$ cat src/rtl/core/egcd_pkg.sv
// Shared widths, limits and control types of the extended gcd unit.
package egcd_pkg;

  // Operand and remainder width, coefficient width, step counter width
  localparam int OPND_W = 31;
  localparam int COEF_W = 32;
  localparam int STEP_W = 7;

  // Most division steps done for one operand pair
  localparam logic [STEP_W-1:0] STEP_LIMIT = 7'd64;

  // Divider iteration counter: one quotient bit per cycle
  localparam int DIV_CNT_W = $clog2(OPND_W);
  localparam logic [DIV_CNT_W-1:0] DIV_LAST = DIV_CNT_W'(OPND_W - 1);

  // Divider status towards the sequencer
  typedef struct packed {
    logic busy;
    logic done;
  } div_stat_t;

  // Multiply-subtract unit control from the sequencer
  typedef struct packed {
    logic load;   // register the product of quotient and selected coefficient
    logic sel_v;  // 0: u coefficients, 1: v coefficients
  } ms_ctl_t;

endpackage

$ cat src/rtl/core/egcd_div.sv
// Iterative restoring divider, one quotient bit per cycle.
module egcd_div (
  input  logic                         clk,
  input  logic                         rst,
  input  logic                         start,
  input  logic [egcd_pkg::OPND_W-1:0]  dividend,
  input  logic [egcd_pkg::OPND_W-1:0]  divisor,
  output logic [egcd_pkg::OPND_W-1:0]  quotient,
  output logic [egcd_pkg::OPND_W-1:0]  remainder,
  output egcd_pkg::div_stat_t          stat
);

  logic                            busy;
  logic [egcd_pkg::DIV_CNT_W-1:0]  cnt;
  logic [egcd_pkg::OPND_W-1:0]     part;
  logic [egcd_pkg::OPND_W-1:0]     quo;
  logic [egcd_pkg::OPND_W:0]       trial;
  logic [egcd_pkg::OPND_W:0]       trial_diff;
  logic                            trial_ge;

  // Shift in the next dividend bit and try the subtraction
  assign trial      = {part, quo[egcd_pkg::OPND_W-1]};
  assign trial_diff = trial - {1'b0, divisor};
  assign trial_ge   = (trial >= {1'b0, divisor});

  // Count the iterations
  always_ff @(posedge clk) begin
    if (rst) begin
      busy <= 1'b0;
      cnt  <= '0;
    end else if (start) begin
      busy <= 1'b1;
      cnt  <= '0;
    end else if (busy) begin
      if (cnt == egcd_pkg::DIV_LAST) begin
        busy <= 1'b0;
      end
      cnt <= cnt + 1'b1;
    end
  end

  // Advance partial remainder and quotient
  always_ff @(posedge clk) begin
    if (start) begin
      part <= '0;
      quo  <= dividend;
    end else if (busy) begin
      part <= trial_ge ? trial_diff[egcd_pkg::OPND_W-1:0] : trial[egcd_pkg::OPND_W-1:0];
      quo  <= {quo[egcd_pkg::OPND_W-2:0], trial_ge};
    end
  end

  assign quotient  = quo;
  assign remainder = part;
  assign stat.busy = busy;
  assign stat.done = busy && (cnt == egcd_pkg::DIV_LAST);

endmodule

$ cat src/rtl/core/egcd_mulsub.sv
// Shared multiply-subtract unit for the Bezout coefficient update.
module egcd_mulsub (
  input  logic                         clk,
  input  egcd_pkg::ms_ctl_t            ctl,
  input  logic [egcd_pkg::OPND_W-1:0]  quotient,
  input  logic [egcd_pkg::COEF_W-1:0]  u_prev,
  input  logic [egcd_pkg::COEF_W-1:0]  u_cur,
  input  logic [egcd_pkg::COEF_W-1:0]  v_prev,
  input  logic [egcd_pkg::COEF_W-1:0]  v_cur,
  output logic [egcd_pkg::COEF_W-1:0]  diff
);

  logic [egcd_pkg::COEF_W-1:0] prod;
  logic [egcd_pkg::COEF_W-1:0] mul_opnd;
  logic [egcd_pkg::COEF_W-1:0] sub_opnd;

  // Select the coefficient pair; the subtraction pairs with the product held
  assign mul_opnd = ctl.sel_v ? v_cur : u_cur;
  assign sub_opnd = ctl.sel_v ? u_prev : v_prev;

  // Register the low word of quotient times coefficient
  always_ff @(posedge clk) begin
    if (ctl.load) begin
      prod <= {{(egcd_pkg::COEF_W - egcd_pkg::OPND_W){1'b0}}, quotient} * mul_opnd;
    end
  end

  // Previous coefficient minus the held product, wrapping
  assign diff = sub_opnd - prod;

endmodule

$ cat src/rtl/core/extended_gcd_unit.sv
// Extended gcd unit: sequencer, working registers, result register and checks.
//
// Takes two 31-bit non-negative operands, orders them so the dividend is the
// larger, and runs the extended Euclidean algorithm, returning the gcd, the
// Bezout coefficients of the larger and smaller operand, the number of division
// steps and a swap flag. One operand pair is worked on at a time; in_stall is
// high from the transfer until the result is in the output register, which
// frees the input while that result waits to be taken. Each division step
// passes through a check state, the restoring divider at one quotient bit per
// cycle, two passes through the shared multiply-subtract unit and an update
// state. The result is registered in the check state after the last step once
// the output register is free, and the next input transfer can follow from
// idle, steps being 0 to 44 for 31-bit operands. A zero divisor gives the
// dividend as gcd with coefficients 1 and 0 and no steps.
module extended_gcd_unit (
  input  logic                                clk,
  input  logic                                rst,
  input  logic                                in_valid,
  output logic                                in_stall,
  input  logic [egcd_pkg::OPND_W-1:0]         first_value,
  input  logic [egcd_pkg::OPND_W-1:0]         second_value,
  output logic                                out_valid,
  input  logic                                out_stall,
  output logic [egcd_pkg::OPND_W-1:0]         gcd_value,
  output logic signed [egcd_pkg::COEF_W-1:0]  coef_larger,
  output logic signed [egcd_pkg::COEF_W-1:0]  coef_smaller,
  output logic [egcd_pkg::STEP_W-1:0]         step_count,
  output logic                                was_swapped
);

  typedef enum logic [5:0] {
    S_IDLE = 6'b000001,
    S_CHK  = 6'b000010,
    S_DIV  = 6'b000100,
    S_MULU = 6'b001000,
    S_MULV = 6'b010000,
    S_UPD  = 6'b100000
  } state_t;

  state_t state;
  state_t state_next;

  logic [egcd_pkg::OPND_W-1:0]  rem_prev;
  logic [egcd_pkg::OPND_W-1:0]  rem_cur;
  logic [egcd_pkg::COEF_W-1:0]  u_prev;
  logic [egcd_pkg::COEF_W-1:0]  u_cur;
  logic [egcd_pkg::COEF_W-1:0]  v_prev;
  logic [egcd_pkg::COEF_W-1:0]  v_cur;
  logic [egcd_pkg::COEF_W-1:0]  u_new;
  logic [egcd_pkg::STEP_W-1:0]  steps_done;
  logic                         swapped;

  logic                         in_xfer;
  logic                         out_free;
  logic                         loop_end;
  logic                         fin;
  logic                         operands_swap;

  logic                         div_start;
  logic [egcd_pkg::OPND_W-1:0]  div_quo;
  logic [egcd_pkg::OPND_W-1:0]  div_rem;
  egcd_pkg::div_stat_t          div_stat;

  egcd_pkg::ms_ctl_t            ms_ctl;
  logic [egcd_pkg::COEF_W-1:0]  ms_diff;

  // Handshake and loop conditions
  assign in_stall      = (state != S_IDLE);
  assign in_xfer       = in_valid && !in_stall;
  assign out_free      = !out_valid || !out_stall;
  assign loop_end      = (rem_cur == '0) || (steps_done == egcd_pkg::STEP_LIMIT);
  assign fin           = (state == S_CHK) && loop_end && out_free;
  assign operands_swap = (second_value > first_value);
  assign div_start     = (state == S_CHK) && !loop_end;

  // Drive the shared multiply-subtract unit: u product first, v product while u settles
  assign ms_ctl.load  = (state == S_MULU) || (state == S_MULV);
  assign ms_ctl.sel_v = (state == S_MULV);

  egcd_div u_div (
    .clk       (clk),
    .rst       (rst),
    .start     (div_start),
    .dividend  (rem_prev),
    .divisor   (rem_cur),
    .quotient  (div_quo),
    .remainder (div_rem),
    .stat      (div_stat)
  );

  egcd_mulsub u_mulsub (
    .clk      (clk),
    .ctl      (ms_ctl),
    .quotient (div_quo),
    .u_prev   (u_prev),
    .u_cur    (u_cur),
    .v_prev   (v_prev),
    .v_cur    (v_cur),
    .diff     (ms_diff)
  );

  // Sequence one division step after another
  always_comb begin
    state_next = state;
    case (state)
      S_IDLE: begin
        if (in_xfer) begin
          state_next = S_CHK;
        end
      end
      S_CHK: begin
        if (!loop_end) begin
          state_next = S_DIV;
        end else if (out_free) begin
          state_next = S_IDLE;
        end
      end
      S_DIV: begin
        if (div_stat.done) begin
          state_next = S_MULU;
        end
      end
      S_MULU:  state_next = S_MULV;
      S_MULV:  state_next = S_UPD;
      S_UPD:   state_next = S_CHK;
      default: state_next = S_IDLE;
    endcase
  end

  always_ff @(posedge clk) begin
    if (rst) begin
      state <= S_IDLE;
    end else begin
      state <= state_next;
    end
  end

  // Load the ordered operands, then advance the remainder and coefficient pairs
  always_ff @(posedge clk) begin
    if (rst) begin
      steps_done <= '0;
    end else if (in_xfer) begin
      steps_done <= '0;
    end else if (state == S_UPD) begin
      steps_done <= steps_done + 1'b1;
    end
  end

  always_ff @(posedge clk) begin
    if (in_xfer) begin
      rem_prev <= operands_swap ? second_value : first_value;
      rem_cur  <= operands_swap ? first_value : second_value;
      u_prev   <= egcd_pkg::COEF_W'(1);
      u_cur    <= '0;
      v_prev   <= '0;
      v_cur    <= egcd_pkg::COEF_W'(1);
      swapped  <= operands_swap;
    end else if (state == S_MULV) begin
      u_new <= ms_diff;
    end else if (state == S_UPD) begin
      rem_prev <= rem_cur;
      rem_cur  <= div_rem;
      u_prev   <= u_cur;
      u_cur    <= u_new;
      v_prev   <= v_cur;
      v_cur    <= ms_diff;
    end
  end

  // Hold the result until it is taken
  always_ff @(posedge clk) begin
    if (rst) begin
      out_valid <= 1'b0;
    end else if (fin) begin
      out_valid <= 1'b1;
    end else if (!out_stall) begin
      out_valid <= 1'b0;
    end
  end

  always_ff @(posedge clk) begin
    if (fin) begin
      gcd_value    <= rem_prev;
      coef_larger  <= u_prev;
      coef_smaller <= v_prev;
      step_count   <= steps_done;
      was_swapped  <= swapped;
    end
  end

`ifndef SYNTHESIS
  // The divider runs only while the sequencer waits on it
  a_div_in_div_state: assert property (@(posedge clk) disable iff (rst)
    div_stat.busy |-> (state == S_DIV))
    else $error("divider busy outside the divide state");

  // No division is started with a zero divisor
  a_divisor_nonzero: assert property (@(posedge clk) disable iff (rst)
    div_start |-> (rem_cur != '0))
    else $error("division started with zero divisor");

  // The step count never passes its limit
  a_step_limit: assert property (@(posedge clk) disable iff (rst)
    steps_done <= egcd_pkg::STEP_LIMIT)
    else $error("step count beyond limit");

  // A finished item shows up as a valid result next cycle
  a_result_shown: assert property (@(posedge clk) disable iff (rst)
    fin |=> out_valid && (state == S_IDLE))
    else $error("finished item not presented");
`endif

endmodule
$ cat config.mk
export PLATFORM = sky130hd
export DESIGN_NAME = extended_gcd_unit
export DESIGN_NICKNAME = d
export VERILOG_FILES = /design/src/rtl/core/egcd_pkg.sv /design/src/rtl/core/egcd_div.sv /design/src/rtl/core/egcd_mulsub.sv /design/src/rtl/core/extended_gcd_unit.sv
export SDC_FILE = /design/constraint.sdc
export NUM_CORES = 2
export LEC_CHECK = 0
export ABC_CLOCK_PERIOD_IN_PS = 10100
export BUFFER_PORTS_ARGS = -buffer_cell sky130_fd_sc_hd__buf_2
export CORE_MARGIN = 2
export CORE_UTILIZATION = 51
export DETAILED_ROUTE_END_ITERATION = 12
export MAX_ROUTING_LAYER = met4
export PLACE_DENSITY = 0.65
export SLEW_MARGIN = 30
export SYNTH_ARGS = -nofsm -noshare
export SYNTH_HDL_FRONTEND = slang
export SYNTH_HIERARCHICAL = 1
export SYNTH_SLANG_ARGS = --single-unit
$ cat constraint.sdc
create_clock -name clk -period 10.1 [get_ports clk]
set_input_delay 0 -clock clk [delete_from_list [all_inputs] [get_ports clk]]
set_output_delay 0 -clock clk [all_outputs]
set_load 0.05 [all_outputs]
==> impl_metrics.tcl <==
set metrics [dict create \
    reg2reg_depth 25 \
    power.leakage_nw 18.0 \
    placed_cell_area_um2 38900 \
    finalWeightedCongestion 0.909 \
    via_per_inst 5.56 \
    clkSlewWorstSetupHoldPaths_ns 0.06 \
    yosysWarnings 6 \
    finalNonFillerCells 4983 \
    dp.cells 4811 \
    grt_pass1_wl_um 159000 \
    syn_area_per_cell_um2 9.70 \
    finalSetupViolCount 0 \
    io_buffers 170 \
    status "finished clean" \
    grt_max_degree 96 \
    p_per_area_nw_per_um2 124 \
    diodes 0 \
    syn_nets 4552 \
    slew_viol_final 0 \
    drt-pass1-iter-count 8 \
    final_area_um2 41300 \
    clock_path_buffers 3 \
    cts_tree "yes" \
    h-tree-depth 2 \
    critPathLaunchType "register" \
    vdd_drop_max_mv 0.155 \
    drc_errors 0 \
    antenna_left 0 \
    path_class "register to register" \
    ctsHoldBuffers 84 \
    nNetsFinal 4680 \
    first_iter_violations 1636 \
    numCtsBuffers 46 \
    tns_ns 0 \
    relSlewSlack_pct 39.6 \
    root_buffer "clkbuf_16" \
    r2r_start "state[0]$_SDFFE_PP1P_" \
    drive_gt1_share_pct 11.7 \
    grt.total_usage_pct 27.9 \
    cts_setup_buffers 0 \
    area_growth_pct 10.5 \
    clkSinkCount 440 \
    num_vias 27700 \
    rsz0062_at_grt "no" \
    worst-r2r-setup-slack_ns 1.23 \
    fmax_ghz 0.113 \
    grt_overflow 0 \
    rows 99 \
    hold_violations 0 \
    netlist_area_um2 37400 \
    min_from "first_value[7]" \
    hp-class "primary input to register" \
    holdPathStages 3 \
    grt_pass1_vias 28200 \
    initial_core_util_pct 51.4 \
    r2r_end "u_mulsub/prod[31]$_DFFE_PP_" \
    dieWidth_um 275 \
    avgRoutedWirePerCell_um 20.3 \
    syn_inst 3858 \
    clock_latency_ns 0.59 \
    min_to "rem_prev[7]$_DFFE_PP_" \
    endpoint_kind "register" \
    final.setup_skew_ns 0.0281 \
    dp_hpwl_um 73700 \
    pin_count 171 \
    die-area_um2 75500 \
    period_minus_slack_ns 8.87 \
    die_h_um 275 \
    cts_resized 0 \
    required_ns 10.42 \
    final.period_utilization_pct 87.8 \
    fill_cells 6412 \
    wirelength_um 101000 \
    critical_path_arrival_ns 9.19 \
    cp_max_fo 51 \
    cap_violations 0 \
    coreArea_um2 72800 \
    worst_pin_slew_ns 0.906 \
    antenna_found_initial 0 \
]
==> cell type report <==
cell class | count | area, um2 | share of cell area, %
clock buffer | 63 | 1320 | 3.19
tap | 959 | 1200 | 2.90
timing repair buffer | 288 | 1980 | 4.80
inverter | 499 | 1880 | 4.54
sequential | 440 | 11400 | 27.6
multi-input combinational | 2711 | 23300 | 56.3
clock inverter | 23 | 285 | 0.690
==> flip-flops by register name (all words and copies together), names as in the netlist <==
name and flops:
u_new 32, u_div/quotient 31, gcd_value 31, swapped 1, rem_prev 31, v_prev 32, u_cur 32, out_valid 1
u_prev 32, u_div/remainder 31, u_div/cnt 5, state 6, rem_cur 31, u_div/busy 1, steps_done 7, was_swapped 1
step_count 7, coef_smaller 32, v_cur 32, u_mulsub/prod 32, coef_larger 32
==> metal layers <==
metal | wire [um] | vias up | GRT usage (%)
li1 | - | 12900 | -
met5 | 0 | - | -
met3 | 5640 | 165 | 3.78
met2 | 50100 | 810 | 47.4
met1 | 42500 | 13800 | 34.8
met4 | 2990 | 0 | 7.87
==> how the worst max path moves through the flow <==
stage	cells after the start	to	slack, ns	from
after floorplan	27	u_mulsub/prod[31]$_DFFE_PP_	1.89	state[0]$_SDFFE_PP1P_
after global placement	25	u_mulsub/prod[31]$_DFFE_PP_	1.34	state[0]$_SDFFE_PP1P_
after detailed placement	25	u_mulsub/prod[31]$_DFFE_PP_	1.23	state[0]$_SDFFE_PP1P_
after CTS	25	u_mulsub/prod[31]$_DFFE_PP_	1.22	state[0]$_SDFFE_PP1P_
after global routing	25	u_mulsub/prod[31]$_DFFE_PP_	0.74	state[0]$_SDFFE_PP1P_
final	25	u_mulsub/prod[31]$_DFFE_PP_	1.23	state[0]$_SDFFE_PP1P_
==> stage by stage <==
stage	hold slack [ns]	worst slack [ns]	utilization, %	power (W)
6_report	0.0597	1.23	56.8	0.00514
5_1_grt	0.0321	0.737	56.8	0.00537
3_3_place_gp	0.394	1.34	53.4	0.00329
3_5_place_dp	0.399	1.23	53.4	0.00329
2_1_floorplan	0.0724	1.89	-	0.00302
4_1_cts	0.0362	1.22	56.7	0.00516
==> critical path, cell delays in order (launching register included) <==
cell	delay, ns
dfxtp_1	0.35
or3_1	0.45
nor4_2	0.32
buf_12	0.35
mux2_2	0.59
and2_1	0.27
fa_1	0.56
fa_1	0.44
fa_1	0.53
inv_1	0.06
fa_1	0.47
inv_1	0.05
fa_1	0.49
inv_1	0.05
fa_1	0.53
inv_1	0.05
fa_1	0.38
fa_1	0.46
ha_1	0.39
nand3_1	0.15
or2_2	0.32
o31ai_1	0.62
nand4_1	0.24
a21oi_1	0.18
o22ai_1	0.10
xnor2_1	0.14
==> cells in the final DEF, fill, tap and decap left out, types with 170 or more instances in the layout <==
cell type	n
edfxtp_1	261
a21oi_1	241
nand2_1	575
buf_2	170
ha_1	217
dfxtp_1	179
and2_1	275
fa_1	411
inv_1	497
nor2_1	220
==> where the power goes <==
| part | switching [W] | total (W) | internal [W] |
|---|---|---|---|
| clock network | 0.000735 | 0.00178 | 0.00105 |
| registers | 0.000130 | 0.00215 | 0.00202 |
| logic | 0.000695 | 0.00121 | 0.000511 |
Power figures use the tool's default switching activity.
